--- config.mk ---
export PLATFORM = sky130hd
export DESIGN_NAME = websocket_frame_deframer_unit
export DESIGN_NICKNAME = d
export VERILOG_FILES = /design/src/rtl/wsfd_pkg.sv /design/src/rtl/wsfd_parse.sv /design/src/rtl/wsfd_skid.sv /design/src/rtl/websocket_frame_deframer_unit.sv
export VERILOG_INCLUDE_DIRS = /design/src /design/src/rtl
export SDC_FILE = /design/constraint.sdc
export NUM_CORES = 1
export LEC_CHECK = 0
export BUFFER_PORTS_ARGS = -buffer_cell sky130_fd_sc_hd__buf_2
export CAP_MARGIN = 20
export CORE_MARGIN = 1.5
export CORE_UTILIZATION = 30
export CTS_CLUSTER_SIZE = 30
export DETAILED_ROUTE_END_ITERATION = 7
export PLACE_DENSITY = 0.5
export SYNTH_ARGS = -nofsm -noshare
export SYNTH_HDL_FRONTEND = slang
export SYNTH_HIERARCHICAL = 1
export SYNTH_SLANG_ARGS = --single-unit
--- constraint.sdc ---
create_clock -name clock -period 9.5 [get_ports clock]
set_input_delay 1.9 -clock clock [delete_from_list [all_inputs] [get_ports clock]]
set_output_delay 1.9 -clock clock [all_outputs]
set_load 0.1 [all_outputs]
--- src/rtl/assert_macros.svh ---
// Assertion macros shared by the deframer RTL.
`ifndef ASSERT_MACROS_SVH
`define ASSERT_MACROS_SVH
`ifndef NO_ASSERTIONS
`define ASSERT_PROP(label, clk, rst, prop) \
   label: assert property (@(posedge clk) disable iff (rst) prop) \
      else $error("assertion failed");
`define ASSERT_NEVER(label, clk, rst, cond) \
   label: assert property (@(posedge clk) disable iff (rst) !(cond)) \
      else $error("forbidden condition seen");
`else
`define ASSERT_PROP(label, clk, rst, prop)
`define ASSERT_NEVER(label, clk, rst, cond)
`endif
`endif

--- src/rtl/wsfd_pkg.sv ---
// Types and constants of the WebSocket frame deframer.
package wsfd_pkg;

   typedef enum logic [2:0] {
      PH_HDR0    = 3'd0,
      PH_HDR1    = 3'd1,
      PH_EXTLEN  = 3'd2,
      PH_KEY     = 3'd3,
      PH_PAYLOAD = 3'd4
   } phase_type;

   typedef enum logic [1:0] {
      KIND_PAYLOAD = 2'd0,
      KIND_EMPTY   = 2'd1,
      KIND_TRUNC   = 2'd2
   } kind_type;

   typedef struct packed {
      kind_type    kind;
      logic [7:0]  payload_byte;
      logic [3:0]  frame_opcode;
      logic        final_flag;
      logic        was_masked;
      logic [63:0] payload_length;
      logic [63:0] frame_length;
      logic        last_of_frame;
   } result_type;

   localparam logic [6:0] LEN7_EXT16   = 7'd126;
   localparam logic [6:0] LEN7_EXT64   = 7'd127;
   localparam logic [3:0] HDR_LEN_BASE = 4'd2;
   localparam logic [3:0] EXT16_BYTES  = 4'd2;
   localparam logic [3:0] EXT64_BYTES  = 4'd8;
   localparam logic [3:0] KEY_BYTES    = 4'd4;

endpackage

--- src/rtl/wsfd_parse.sv ---
// Frame header parser and payload unmasking, one byte per accepted item.
`include "assert_macros.svh"
module wsfd_parse (
   input  logic               clock,
   input  logic               reset,
   input  logic               accept,
   input  logic [7:0]         data_byte,
   input  logic               stream_closed,
   output logic               res_valid,
   output wsfd_pkg::result_type res_item
);
   import wsfd_pkg::*;

   phase_type   phase_ff, phase_in;
   logic [63:0] len_ff, len_in;
   logic [3:0]  cnt_ff, cnt_in;
   logic [31:0] key_ff, key_in;
   logic [3:0]  opcode_ff, opcode_in;
   logic        fin_ff, fin_in;
   logic        mask_ff, mask_in;
   logic [1:0]  idx_ff, idx_in;
   logic [63:0] rem_ff, rem_in;
   logic [3:0]  hlen_ff, hlen_in;

   logic [6:0]  len7;
   logic        is_ext;
   logic        cnt_last;
   logic        rem_last;
   logic [63:0] ext_len;
   logic [7:0]  key_byte;
   logic [64:0] flen_sum;
   logic [63:0] flen_sat;
   logic        res_last;
   kind_type    res_kind;
   logic [7:0]  res_byte;

   assign len7     = data_byte[6:0];
   assign is_ext   = (len7 == LEN7_EXT16) || (len7 == LEN7_EXT64);
   assign cnt_last = (cnt_ff == 4'd1);
   assign rem_last = (rem_ff == 64'd1);
   assign ext_len  = {len_ff[55:0], data_byte};

   always_comb begin
      unique case (idx_ff)
         2'd0: key_byte = key_ff[31:24];
         2'd1: key_byte = key_ff[23:16];
         2'd2: key_byte = key_ff[15:8];
         2'd3: key_byte = key_ff[7:0];
         default: key_byte = key_ff[31:24];
      endcase
   end

   // next phase
   always_comb begin
      phase_in = phase_ff;
      if (accept) begin
         if (stream_closed) begin
            phase_in = PH_HDR0;
         end else begin
            unique case (phase_ff)
               PH_HDR0: phase_in = PH_HDR1;
               PH_HDR1: begin
                  if (is_ext)
                     phase_in = PH_EXTLEN;
                  else if (data_byte[7])
                     phase_in = PH_KEY;
                  else if (len7 == 7'd0)
                     phase_in = PH_HDR0;
                  else
                     phase_in = PH_PAYLOAD;
               end
               PH_EXTLEN: begin
                  if (!cnt_last)
                     phase_in = PH_EXTLEN;
                  else if (mask_ff)
                     phase_in = PH_KEY;
                  else if (ext_len == 64'd0)
                     phase_in = PH_HDR0;
                  else
                     phase_in = PH_PAYLOAD;
               end
               PH_KEY: begin
                  if (!cnt_last)
                     phase_in = PH_KEY;
                  else if (len_ff == 64'd0)
                     phase_in = PH_HDR0;
                  else
                     phase_in = PH_PAYLOAD;
               end
               PH_PAYLOAD: phase_in = rem_last ? PH_HDR0 : PH_PAYLOAD;
               default: phase_in = PH_HDR0;
            endcase
         end
      end
   end

   // datapath and result
   always_comb begin
      len_in    = len_ff;
      cnt_in    = cnt_ff;
      key_in    = key_ff;
      opcode_in = opcode_ff;
      fin_in    = fin_ff;
      mask_in   = mask_ff;
      idx_in    = idx_ff;
      rem_in    = rem_ff;
      hlen_in   = hlen_ff;
      res_valid = 1'b0;
      res_kind  = KIND_PAYLOAD;
      res_byte  = 8'd0;
      res_last  = 1'b0;
      if (accept) begin
         if (stream_closed) begin
            if (phase_ff != PH_HDR0) begin
               res_valid = 1'b1;
               res_kind  = KIND_TRUNC;
            end
         end else begin
            unique case (phase_ff)
               PH_HDR0: begin
                  fin_in    = data_byte[7];
                  opcode_in = data_byte[3:0];
                  mask_in   = 1'b0;
                  key_in    = 32'd0;
                  len_in    = 64'd0;
                  idx_in    = 2'd0;
                  cnt_in    = 4'd0;
                  hlen_in   = HDR_LEN_BASE;
               end
               PH_HDR1: begin
                  mask_in = data_byte[7];
                  if (is_ext) begin
                     cnt_in  = (len7 == LEN7_EXT16) ? EXT16_BYTES : EXT64_BYTES;
                     hlen_in = HDR_LEN_BASE + cnt_in;
                     len_in  = 64'd0;
                  end else begin
                     len_in = {57'd0, len7};
                     if (data_byte[7]) begin
                        cnt_in  = KEY_BYTES;
                        hlen_in = hlen_ff + KEY_BYTES;
                     end else begin
                        idx_in = 2'd0;
                        rem_in = {57'd0, len7};
                        if (len7 == 7'd0) begin
                           res_valid = 1'b1;
                           res_kind  = KIND_EMPTY;
                           res_last  = 1'b1;
                        end
                     end
                  end
               end
               PH_EXTLEN: begin
                  len_in = ext_len;
                  cnt_in = cnt_ff - 4'd1;
                  if (cnt_last) begin
                     if (mask_ff) begin
                        cnt_in  = KEY_BYTES;
                        hlen_in = hlen_ff + KEY_BYTES;
                     end else begin
                        idx_in = 2'd0;
                        rem_in = ext_len;
                        if (ext_len == 64'd0) begin
                           res_valid = 1'b1;
                           res_kind  = KIND_EMPTY;
                           res_last  = 1'b1;
                        end
                     end
                  end
               end
               PH_KEY: begin
                  key_in = {key_ff[23:0], data_byte};
                  cnt_in = cnt_ff - 4'd1;
                  if (cnt_last) begin
                     idx_in = 2'd0;
                     rem_in = len_ff;
                     if (len_ff == 64'd0) begin
                        res_valid = 1'b1;
                        res_kind  = KIND_EMPTY;
                        res_last  = 1'b1;
                     end
                  end
               end
               PH_PAYLOAD: begin
                  res_valid = 1'b1;
                  res_kind  = KIND_PAYLOAD;
                  res_byte  = data_byte ^ key_byte;
                  res_last  = rem_last;
                  idx_in    = idx_ff + 2'd1;
                  rem_in    = rem_ff - 64'd1;
               end
               default: begin
               end
            endcase
         end
      end
   end

   assign flen_sum = {1'b0, len_in} + {61'd0, hlen_ff};
   assign flen_sat = flen_sum[64] ? {64{1'b1}} : flen_sum[63:0];

   always_comb begin
      res_item.kind           = res_kind;
      res_item.payload_byte   = res_byte;
      res_item.frame_opcode   = opcode_in;
      res_item.final_flag     = fin_in;
      res_item.was_masked     = mask_in;
      res_item.payload_length = len_in;
      res_item.frame_length   = res_last ? flen_sat : 64'd0;
      res_item.last_of_frame  = res_last;
   end

   always_ff @(posedge clock) begin
      if (reset) begin
         phase_ff <= PH_HDR0;
      end else begin
         phase_ff <= phase_in;
      end
   end

   always_ff @(posedge clock) begin
      if (accept) begin
         len_ff    <= len_in;
         cnt_ff    <= cnt_in;
         key_ff    <= key_in;
         opcode_ff <= opcode_in;
         fin_ff    <= fin_in;
         mask_ff   <= mask_in;
         idx_ff    <= idx_in;
         rem_ff    <= rem_in;
         hlen_ff   <= hlen_in;
      end
   end

   `ASSERT_PROP(a_payload_rem_nonzero, clock, reset, phase_ff == PH_PAYLOAD |-> rem_ff != 64'd0)
   `ASSERT_PROP(a_empty_is_last, clock, reset, res_valid && res_item.kind == KIND_EMPTY |-> res_item.last_of_frame && res_item.frame_length >= 64'd2)
   `ASSERT_PROP(a_trunc_not_last, clock, reset, res_valid && res_item.kind == KIND_TRUNC |-> !res_item.last_of_frame && res_item.frame_length == 64'd0)

endmodule

--- src/rtl/wsfd_skid.sv ---
// Two-entry result buffer: output register plus skid register.
`include "assert_macros.svh"
module wsfd_skid (
   input  logic                 clock,
   input  logic                 reset,
   input  logic                 in_valid,
   input  wsfd_pkg::result_type in_item,
   output logic                 full,
   output logic                 out_valid,
   output wsfd_pkg::result_type out_item,
   input  logic                 out_stall
);
   import wsfd_pkg::*;

   logic       out_valid_ff, out_valid_in;
   logic       skid_valid_ff, skid_valid_in;
   result_type out_item_ff, out_item_in;
   result_type skid_item_ff, skid_item_in;
   logic       out_free;

   assign out_free = !out_valid_ff || !out_stall;

   always_comb begin
      out_valid_in  = out_valid_ff;
      out_item_in   = out_item_ff;
      skid_valid_in = skid_valid_ff;
      skid_item_in  = skid_item_ff;
      if (out_free) begin
         if (skid_valid_ff) begin
            out_valid_in  = 1'b1;
            out_item_in   = skid_item_ff;
            skid_valid_in = in_valid;
            skid_item_in  = in_item;
         end else begin
            out_valid_in = in_valid;
            out_item_in  = in_item;
         end
      end else if (in_valid) begin
         skid_valid_in = 1'b1;
         skid_item_in  = in_item;
      end
   end

   always_ff @(posedge clock) begin
      if (reset) begin
         out_valid_ff  <= 1'b0;
         skid_valid_ff <= 1'b0;
      end else begin
         out_valid_ff  <= out_valid_in;
         skid_valid_ff <= skid_valid_in;
      end
   end

   always_ff @(posedge clock) begin
      out_item_ff  <= out_item_in;
      skid_item_ff <= skid_item_in;
   end

   assign full      = skid_valid_ff;
   assign out_valid = out_valid_ff;
   assign out_item  = out_item_ff;

   `ASSERT_PROP(a_skid_behind_out, clock, reset, skid_valid_ff |-> out_valid_ff)
   `ASSERT_NEVER(a_no_overflow, clock, reset, in_valid && skid_valid_ff)

endmodule

--- src/rtl/websocket_frame_deframer_unit.sv ---
// Top level of the WebSocket frame deframer.
//
// Request channel (req_*): one stream byte per item, or a close marker when
// req_stream_closed is high (the data byte is then ignored). An item is taken
// at a clock edge with req_valid high and req_stall low.
// Response channel (rsp_*): zero or one result per request item: an unmasked
// payload byte, an empty-frame marker, or a truncated-frame error when the
// stream closes inside a frame. rsp_frame_length is set only on the result
// that closes a frame.
// A result is registered before it shows on rsp_valid.
// Throughput: one byte per cycle while req_stall is low; the header parse,
// unmasking and length arithmetic all finish between the parser state and the output register.
// A skid register behind the output register holds one more result after
// rsp_stall rises; items that yield no result are still taken meanwhile.
// req_stall follows from the skid register and is high only while both
// registers hold a result.
// Reset (synchronous, active high) empties both registers and returns the
// parser to waiting for the first header byte of a frame.
module websocket_frame_deframer_unit (
   input  logic        clock,
   input  logic        reset,
   input  logic        req_valid,
   output logic        req_stall,
   input  logic [7:0]  req_data_byte,
   input  logic        req_stream_closed,
   output logic        rsp_valid,
   input  logic        rsp_stall,
   output logic [1:0]  rsp_kind,
   output logic [7:0]  rsp_payload_byte,
   output logic [3:0]  rsp_frame_opcode,
   output logic        rsp_final_flag,
   output logic        rsp_was_masked,
   output logic [63:0] rsp_payload_length,
   output logic [63:0] rsp_frame_length,
   output logic        rsp_last_of_frame
);
   import wsfd_pkg::*;

   logic       accept;
   logic       res_valid;
   result_type res_item;
   result_type out_item;
   logic       buf_full;

   assign req_stall = buf_full;
   assign accept    = req_valid && !buf_full;

   wsfd_parse u_parse (
      .clock         (clock),
      .reset         (reset),
      .accept        (accept),
      .data_byte     (req_data_byte),
      .stream_closed (req_stream_closed),
      .res_valid     (res_valid),
      .res_item      (res_item)
   );

   wsfd_skid u_skid (
      .clock     (clock),
      .reset     (reset),
      .in_valid  (res_valid),
      .in_item   (res_item),
      .full      (buf_full),
      .out_valid (rsp_valid),
      .out_item  (out_item),
      .out_stall (rsp_stall)
   );

   assign rsp_kind           = out_item.kind;
   assign rsp_payload_byte   = out_item.payload_byte;
   assign rsp_frame_opcode   = out_item.frame_opcode;
   assign rsp_final_flag     = out_item.final_flag;
   assign rsp_was_masked     = out_item.was_masked;
   assign rsp_payload_length = out_item.payload_length;
   assign rsp_frame_length   = out_item.frame_length;
   assign rsp_last_of_frame  = out_item.last_of_frame;

endmodule

=== Word-level counts from Yosys, hierarchy flattened ===
Cells that the tools add are included.

* Logic and storage cells: 168
* Register bits after elaboration: 471
* Output and inout port bits: 147

* Equality and inequality tests: 19
* Add/sub/neg operators: 6
* Multiplexer cells: 89
* Bitwise gates (word level): 2
* Reduce and logical (&&, ||, !) cells: 24

{| class="wikitable"
|+ Operator list
! cell !! count
|-
| 145-bit two-way mux || 4
|-
| 64-bit two-way mux || 9
|-
| 64-bit case mux with 4 select lines || 1
|-
| 64-bit case mux with 3 select lines || 1
|-
| 64-bit logical NOT || 2
|-
| 64-bit by 4-bit adder with 65-bit output || 1
|-
| 64-bit by 1-bit == test with 1-bit output (second input constant) || 1
|-
| 32-bit case mux with 2 select lines || 1
|-
| 64-bit by 1-bit subtractor with 64-bit output (second input constant) || 1
|-
| 4-bit two-way mux || 12
|-
| 8-bit case mux with 4 select lines || 1
|-
| 3-bit two-way mux || 10
|-
| 2-bit two-way mux || 13
|-
| 1-bit two-way mux || 25
|-
| 8-bit two-way mux || 3
|-
| 4-bit case mux with 4 select lines || 1
|-
| 8-bit AND reduction || 2
|-
| 3-bit case mux with 5 select lines || 1
|-
| 7-bit == test (second input constant) || 2
|-
| 4-bit case mux with 3 select lines || 1
|-
| 2-bit case mux with 5 select lines || 1
|-
| 2-bit by 1-bit inequality test with 1-bit output (second input constant) || 4
|-
| 1-bit case mux with 4 select lines || 2
|-
| 4-bit nonzero test || 2
|-
| other kinds (30) || 39
|}

=== Depth between registers and ports, before layout ===
Gate-level depths: netlist of the first run.

* Depth in word-level cells: 11
* Gate-level depth with buffers: 22
* Depth with buffers taken out: 16

=== By module ===
Netlist of the first run, hierarchy kept.

{| class="wikitable"
|+ By module, submodules not included
! module !! area each (µm²) !! instances !! cells each
|-
| wsfd_parse || 12167.9 || 1 || 1310
|-
| wsfd_skid || 10973.0 || 1 || 461
|-
| websocket_frame_deframer_unit || 13.8 || 1 || 1
|}

=== Worst setup path before layout of the first run ===
Ideal clock, no wire load.

* Path type: input port to flip-flop
* Start: in rsp_stall
* End: reg u_skid/skid_item_ff[0] (netlist bit) (enable)
* Stages on the path: 2
* Required time: 9056 ps
* Data arrival time: 7353 ps
* Buffers on the path: 0
* Path slack: 1703 ps
* Cell sequence: nand2_1 mux2_2

* Word-level cells in the longest chain between the ends: 4

{| class="wikitable"
|+ RTL lines
! what !! line !! text
|-
| start, declared || websocket_frame_deframer_unit.sv:27 || <nowiki>input logic rsp_stall,</nowiki>
|-
| 1-bit logical NOT * || wsfd_skid.sv:21 || <nowiki>assign out_free = !out_valid_ff || !out_stall;</nowiki>
|-
| 1-bit logical OR * || wsfd_skid.sv:21 ||
|-
| 2-bit by 1-bit inequality test with 1-bit output (no source line) or 2-bit nonzero test (tied branches) || n/a ||
|-
| 2-bit AND reduction (no source line) * || n/a ||
|-
| end signal, assigned || wsfd_skid.sv:56 || <nowiki>skid_item_ff <= skid_item_in;</nowiki>
|-
| end, declared || wsfd_skid.sv:18 || <nowiki>result_type skid_item_ff, skid_item_in;</nowiki>
|}

Mark *: on every way between the ends. The rest lies on a longest branch, timed or not.
A chain may end at the register's enable or synchronous reset.

==> results by stage, run 1 <==
Placement:
- In this run, placement finished with an instance count of ~2,900.
- At the end of routability-driven placement, the weighted congestion stood at roughly 0.87.
- The HPWL reported at the end of detailed placement is between 40 and 50 mm.
- The total of buffers placed on input and output ports is 159.

Route:
- After detailed routing, the average wire length per cell comes to about 23 um.
- The first detailed-routing pass took 6 iterations.
- In this run, the number of DRC markers left after iteration 0 of detailed routing was ~1,500.
- Detailed routing inserted a total of around 16,000 vias.
- Wires add up to between 60 and 70 mm.
- The remaining routing DRC violations is 0.
- The average via count per standard cell is 5.232.
- The count of nets left with antenna violations once routing finished came out at 0.

Clocking:
- The clock network latency to the later pin of the worst-skew pair is a little over 0.6 ns.
- The clock tree from TritonCTS is done.
- The worst-case clock buffer depth is 3.
- The clock-pin slew on the worst setup and hold paths is roughly 0.060 ns.
- Buffers inserted during clock tree synthesis total 53.
- Buffers inserted to repair hold after CTS numbered 0.
- Once the clock tree was built, the resizer swapped 0 gates to a different size.
- The total number of clock tree sinks is 470.
- The maximum level of the CTS H-tree is 2.
- The number of setup buffers added after CTS is 0.
- The clock root buffer is sky130_fd_sc_hd__clkbuf_16.

Synthesis:
- In the synthesized netlist the async set-or-reset flop fraction comes to 0%.
- Counting every instance in the synthesized netlist gives between 1,500 and 2,000.
- The count of different cell masters after synthesis is between 80 and 90.
- The number of nets in the synthesized netlist is 1,797.
- Yosys attributes the largest share of cell area to sky130_fd_sc_hd__edfxtp_1 60%, sky130_fd_sc_hd__mux2_4 6.5%, sky130_fd_sc_hd__xnor2_1 2.9%, sky130_fd_sc_hd__mux2_2 2.5%, sky130_fd_sc_hd__nand2_1 2.4%.
- The most instantiated flip-flop cell in the synthesis netlist is sky130_fd_sc_hd__edfxtp_1.
- The mapped netlist covers ~0.023 sq mm.
- Averaged over all synthesized cells, the footprint is around 13 sq um.
- The total number of yosys warnings is 6.
- Sequential elements use approximately 60% of the synthesized area.
- By count the netlist is led by 465 x sky130_fd_sc_hd__edfxtp_1, 146 x sky130_fd_sc_hd__nand2_1, 101 x sky130_fd_sc_hd__mux2_4.
- Synthesis inferred between 400 and 500 register bits.
- The number of enable flip-flop cells after synthesis is ~470.
- In this run the biggest area consumer among cell types represents 60.30% of the synthesized area.
- Of all cell types, the one taking the most synthesized area is sky130_fd_sc_hd__edfxtp_1.
- Among all cell types in the netlist, the one instantiated most often is sky130_fd_sc_hd__edfxtp_1.

Worst hold path:
- The kind of path behind the tightest hold check is flip-flop to flip-flop.
- The worst min-delay path startpoint is u_skid/skid_item_ff[89].

Layout:
- Of the cells placed in the final design, the portion with a size suffix greater than 1 is 23.51%.
- The number of antenna cells inserted is 0.
- Compared with the post-synthesis result, the final layout area differs by 15.36%.
- At the end of the flow the core is filled with cells to roughly a third.
- In the final design database the tool counted 1,931 nets.
- Leaving out filler cells and counting taps, the final layout contains between 2,000 and 3,000.

Global routing:
- The total track usage is around 17%.
- Global routing finished with a remaining overflow of 0.
- The number of global-route vias before repair came to 15,410.
- The maximum number of pins on one net before global-route repair is slightly above 90.
- The first global-routing pass estimated 100.2 mm of wire.
- The initial antenna violation count is 0.

Power and ir drop:
- The total design power is approximately 0.0051 W.
- In this run the static leakage power is just over 9 nW.
- VDD sags by at most about 0.14 mV.
- The power density relative to cell area is around 190 mW/mm^2.

Timing:
- The slew at the pin with the worst max-slew slack is 1.091 ns.
- Setup violations remaining at the end of the flow were counted as 0.
- After routing, the total negative slack on setup checks comes to 0 ns.
- The worst slew slack as a fraction of its limit is 27.07%.
- Setup repair after global routing left no endpoint under its margin.
- The final hold slack is 0.5423 ns.
- The worst path uses a little over two thirds of the clock period.
- The worst path needs approximately 6.7 ns of the cycle, external delays included.
- The number of failing hold endpoints at the final stage was 0.
- The count of pins over their slew limit is 0.
- The clock tree skew after final layout is 0.03001 ns.
- The maximum clock frequency is about 0.15 GHz.

Die:
- Pin placement for this block handled 160 I/O pins.
- In this run the standard cell core region covers 0.07620 sq mm.
- The vertical die dimension is between 200 and 300 um.
- The initial utilization of the core area, before any placement, comes to just over 30%.
- From left edge to right edge, the die measures 280.8 um.
- The initialized floorplan defines between 100 and 150 standard-cell rows.
- The floorplan step defined a die boundary enclosing around 0.08 sq mm.

Worst setup path:
- The type of the worst setup path is primary input to flip-flop.
- STA puts the critical path data required time at ~10 ns.
- The most critical setup path has its startpoint at req_valid.
- In this run the worst path has a maximum fanout of 50.
- The startpoint identified for the worst register-to-register timing path is u_parse/phase_ff[0].
- STA classifies the critical path startpoint as a primary input.
- STA classifies the critical path endpoint as a flip-flop.
- The data arrival time of the critical path is 7.16 ns.

Job:
- The number of maximum-capacitance violations is 0.

Status:
- The run finished with clean final reports.
[metal layers]
metal | share of wire (%) | global-route usage, % | vias up
li1 | - | - | 7058
met1 | 45 | 23.04 | 7792
met2 | 46 | 26.17 | 617
met3 | 7.0 | 3.608 | 111
met4 | 2.4 | 5.003 | 2
met5 | 0.077 | 0.6879 | -
[where the power goes]
part / total (W) / internal [W] / switching [W]
registers: 0.00243 / 0.00236 / 0.0000744
logic: 0.000575 / 0.000119 / 0.000455
clock network: 0.00207 / 0.00122 / 0.000850
[area by class of cell]
| cell class | instances | area (sq um) |
|---|---|---|
| multi-input cells | 1158 | 8467 |
| clock buffers | 67 | 1421 |
| repair buffers | 194 | 1054 |
| inverters | 29 | 108.9 |
| well taps | 1030 | 1289 |
| clock inverters | 30 | 304.0 |
| flip-flops and latches | 470 | 14070 |
| fillers | 7487 | 49490 |
[cells in the final DEF (no fill, tap or decap), types with 42 or more instances in the layout]
cell / instances
sky130_fd_sc_hd__xnor2_1: 77
sky130_fd_sc_hd__nor2_1: 94
sky130_fd_sc_hd__and3_1: 42
sky130_fd_sc_hd__mux2_4: 101
sky130_fd_sc_hd__a21oi_1: 98
sky130_fd_sc_hd__clkbuf_16: 55
sky130_fd_sc_hd__edfxtp_1: 465
sky130_fd_sc_hd__mux2_2: 51
sky130_fd_sc_hd__xor2_1: 48
sky130_fd_sc_hd__nand2_1: 143
sky130_fd_sc_hd__buf_2: 160
sky130_fd_sc_hd__o21ai_0: 79
[flip-flops by register name (all words and copies together) (netlist names)]
register,count
u_skid/skid_item_ff,145
u_parse/mask_ff,1
u_parse/opcode_ff,4
u_parse/hlen_ff,3
u_parse/len_ff,64
u_parse/idx_ff,2
u_parse/cnt_ff,4
u_parse/phase_ff,3
u_parse/fin_ff,1
u_skid/out_item,145
u_skid/full,1
u_parse/rem_ff,64
u_parse/key_ff,32
u_skid/out_valid,1
[stage by stage]
stage | instance area (sq um) | setup slack [ns]
finish | 26710 | 2.808
CTS | 26710 | 3.000
global route | 26710 | 2.427
global placement | 24980 | 2.579
floorplan | 23150 | 1.703
detailed placement | 24980 | 2.383
[final timing paths]
path	depth (start not counted)	slack, ns	to
worst min register to register	1	0.54	u_skid/out_item[89]
worst min-delay path	1	0.54	u_skid/out_item[89]
worst max register to register	17	3.46	u_skid/out_item[3]
worst max-delay path	19	2.81	u_skid/out_item[3]
[worst max-delay path, cell delays in order]
cell and delay (ns):
sky130_fd_sc_hd__buf_2 0.08, sky130_fd_sc_hd__nor2b_4 0.15, sky130_fd_sc_hd__nor3b_2 0.17, sky130_fd_sc_hd__buf_4 0.33
sky130_fd_sc_hd__nand2_2 0.35, sky130_fd_sc_hd__nor2_1 0.47, sky130_fd_sc_hd__a22o_1 0.30, sky130_fd_sc_hd__inv_1 0.09
sky130_fd_sc_hd__fa_1 0.44, sky130_fd_sc_hd__nor2b_1 0.12, sky130_fd_sc_hd__o21ai_0 0.13, sky130_fd_sc_hd__nand2b_1 0.17
sky130_fd_sc_hd__nand3_2 0.27, sky130_fd_sc_hd__nor4_4 0.73, sky130_fd_sc_hd__nand3_1 0.20, sky130_fd_sc_hd__nand2b_2 0.32
sky130_fd_sc_hd__buf_4 0.36, sky130_fd_sc_hd__a21oi_1 0.28, sky130_fd_sc_hd__mux2_2 0.21
[kinds of logic (layout without fill, tap and decap cells)]
logic type | Yosys count | in the layout | share of synthesized area, %
buffers and inverters | 144 | 320 | 2.972
other | 1 | 1 | 0.01620
DFF | 470 | 470 | 60.74
adders and majority gates | 12 | 12 | 0.6809
and+or+nand+nor | 524 | 524 | 12.17
muxes | 154 | 154 | 9.121
xor gates and xnor gates | 125 | 125 | 4.728
AOI/OAI and AO/OA | 342 | 342 | 9.575
Note: power is estimated with default switching activity, not from simulation.
==> run 2, diff against run 1 <==
==> constraint.sdc (replaced) <==
create_clock -name clock -period 6.57 [get_ports clock]
set_input_delay 1.314 -clock clock [delete_from_list [all_inputs] [get_ports clock]]
set_output_delay 1.314 -clock clock [all_outputs]
set_load 0.1 [all_outputs]
==> results by stage, run 2 (synthesis results as in run 1) <==
Placement:
- Once placement finished, the instance area stood at ~0.025 sq mm.
- The number of placed cells counting well taps is a little under 3,000.
- The HPWL reported at the end of detailed placement is about 46 mm.
- The global placer's final weighted congestion is 0.8538.
- The total of buffers placed on input and output ports is 159.

Layout:
- The layout overhead on the synthesized area is 15.84%.
- The fraction of layout instances using a drive strength above 1 is between 20% and 30%.
- Once layout is complete, the utilization of the core stands at roughly a third.
- Leaving out fill and tap cells, the most frequent cell in the layout is sky130_fd_sc_hd__edfxtp_1.
- The number of nets in the layout is between 1,500 and 2,000.
- In the layout the commonest cells are 465 x sky130_fd_sc_hd__edfxtp_1, 159 x sky130_fd_sc_hd__buf_2, 143 x sky130_fd_sc_hd__nand2_1.
- After routing the design area is 0.02682 sq mm.
- The number of antenna diodes in the final layout is 0.
- The post-route non-filler standard cell count is between 2,000 and 3,000.

Timing:
- The total setup violations reported at the end of the flow is 0.
- The clock period minus final worst setup slack is between 5 and 6 ns.
- The worst path uses approximately three quarters of the clock period.
- The maximum clock frequency is between 0.15 and 0.2 GHz.
- Setup repair after global routing left no endpoint under its margin.
- The number of failing hold endpoints at the final stage is 0.
- Headroom to the max-slew limit came out at roughly 31%.
- For the pin with the worst max-slew slack, the measured transition is 1.042 ns.
- The count of pins over their slew limit is 0.
- After routing, the total negative slack on setup checks comes to 0 ns.
- Clock skew on the completed layout was measured at 0.02181 ns.

Job:
- The number of maximum-capacitance violations is 0.

Route:
- The total wire length after detailed routing is 68.59 mm.
- The iteration-0 DRC count of the detailed router is about 1,600.
- The number of detailed-route iterations in the first pass is 7.
- Using the TritonRoute via totals, the vias-per-cell ratio works out to approximately 5.3.
- The number of routed nets with antenna violations is 0.
- For this run, design rule violations remaining after detail routing come to 0.
- The number of vias after detailed routing is between 15,000 and 20,000.
- Dividing the detail-routed wire length by the instance count gives approximately 23 um.

Worst setup path:
- Walking the worst path, the cells encountered are buf_2, nand4_1, o31ai_1, nor2_2, a22o_1, inv_1, fa_1, nor2b_1, o21ai_0, nand2b_1, nand3_2, nor4_4, buf_4, nand3_1, nand2b_2, buf_4, a21oi_1, mux2_2.
- The largest driver fanout on the critical path is 58.
- STA classifies the critical path startpoint as a primary input.
- The cell occurring most often along the worst timing path is sky130_fd_sc_hd__buf_4.
- The worst register-to-register path has a depth of 11.
- For this run, the slowest stage of the critical path takes ~0.56 ns.
- The critical path required time is about 6.9 ns.
- The startpoint of the worst register-to-register path is u_parse/phase_ff[0].
- Data on the critical path arrives at its endpoint at approximately 5.4 ns.
- Across all register-to-register paths, the minimum setup slack is ~1.5 ns.
- The type of destination of the critical path is a flip-flop.
- The cell with the biggest individual delay on the critical path is sky130_fd_sc_hd__buf_4.
- The endpoint of the most critical register-to-register path is u_skid/out_item[14].
- The type of the worst setup path is primary input to flip-flop.

Die:
- After floorplanning, the core was sized to cover about 0.076 sq mm.
- The floorplan step defined a die boundary enclosing approximately 0.079 sq mm.
- Once the floorplan was initialized, standard cells occupied a little under a third of the core.
- The floorplan has between 100 and 150 rows.
- The number of top-level pins is 160.
- The die is roughly 280 um tall.
- In this run the horizontal extent of the chip is ~280 um.

Global routing:
- The global route total overflow is 0.
- Entering global routing, the biggest net connects ~80 pins.
- The number of global-route vias before repair was 15,740.
- In the global route stage, overall resource usage came out at ~17%.
- The first global-routing pass estimated roughly 100 mm of wire.
- The initial antenna violation count is 0.

Worst hold path:
- The worst hold path cell count is 1.
- The kind of path behind the tightest hold check is flip-flop to flip-flop.
- The worst hold path begins at u_skid/skid_item_ff[123].
- The endpoint of the worst hold-timing path is u_skid/out_item[123].

Clocking:
- The tree is rooted in a sky130_fd_sc_hd__clkbuf_16.
- Clock latency on the worst-skew pair, taken at its later pin, is 0.61 ns.
- Post-CTS timing repair inserted 0 buffers for setup.
- Buffers inserted during clock tree synthesis total between 50 and 60.
- The total number of clock tree sinks is 470.
- The number of hold buffers added after CTS was 0.
- The worst-case clock buffer depth is 3.
- The clock-pin slew on the worst setup and hold paths is approximately 0.06 ns.
- The maximum level of the CTS H-tree is 2.
- After clock tree synthesis, the repair step resized 0 gates.
- TritonCTS built the clock tree.

Status:
- The run finished with clean final reports.

Power and ir drop:
- The standby leakage power is approximately 9.4 nW.
- Power spread over the standard cell area amounts to 271.2 mW/mm^2.
- The total design power is between 0.007 and 0.008 W.
- Across the VDD grid, the largest voltage drop is approximately 0.17 mV.
-- run 2: cell count changes in the layout (fill, tap and decap cells not counted), sizes merged --
cell,before,now
bufinv,6,4
buf,193,205
clkinvlp,5,3
clkinv,19,18
clkbuf,68,70
-- run 2: area by class of cell --
cell class / count / area, sq um
clock buffer: 70 / 1443
sequential: 470 / 14070
clock inverter: 25 / 231.5
timing repair buffer: 205 / 1179
inverter: 29 / 108.9
fill: 7443 / 49380
tap: 1030 / 1289
multi-input combinational: 1158 / 8506
-- run 2: worst max path at each step --
stage | startpoint | endpoint | depth (start not counted) | slack (ns)
final | req_data_byte[2] | u_skid/out_item[14] | 18 | 1.53
after global routing | u_parse/phase_ff[0] | u_skid/out_item[12] | 18 | 1.26
after CTS | req_data_byte[2] | u_skid/out_item[3] | 18 | 1.63
after detailed placement | req_data_byte[2] | u_skid/out_item[3] | 17 | 0.99
after global placement | req_data_byte[2] | u_skid/out_item[2] | 17 | 1.16
after floorplan | req_valid | u_skid/out_item[38] | 19 | 0.008
-- run 2: worst max-delay path, delay by kind of cell --
family	cells	cell delay (ns)
compound gates	4	1.19
simple gates	8	1.18
buf+inv	4	1.11
mux	1	0.32
fa+ha+maj	1	0.21
-- run 2: per-stage QoR --
stage / worst slack [ns] / hold slack, ns
after floorplan: 0.008012 / 0.5231
after global placement: 1.161 / 0.5315
after detailed placement: 0.9892 / 0.5338
after CTS: 1.625 / 0.5478
after global routing: 1.260 / 0.5566
final: 1.527 / 0.5447
-- run 2: per-layer routing --
metal / global-route usage (%) / part of all wire [%]
met5: 0 / 0
met4: 4.435 / 2.1
met3: 3.475 / 7.2
met2: 27.13 / 46
met1: 23.84 / 45
-- run 2: power breakdown --
part / internal, W / switching, W / total [W]
clock: 0.00169 / 0.00122 / 0.00291
combinational: 0.000176 / 0.000660 / 0.000836
sequential: 0.00341 / 0.000112 / 0.00352
total: 0.00528 / 0.00199 / 0.00727
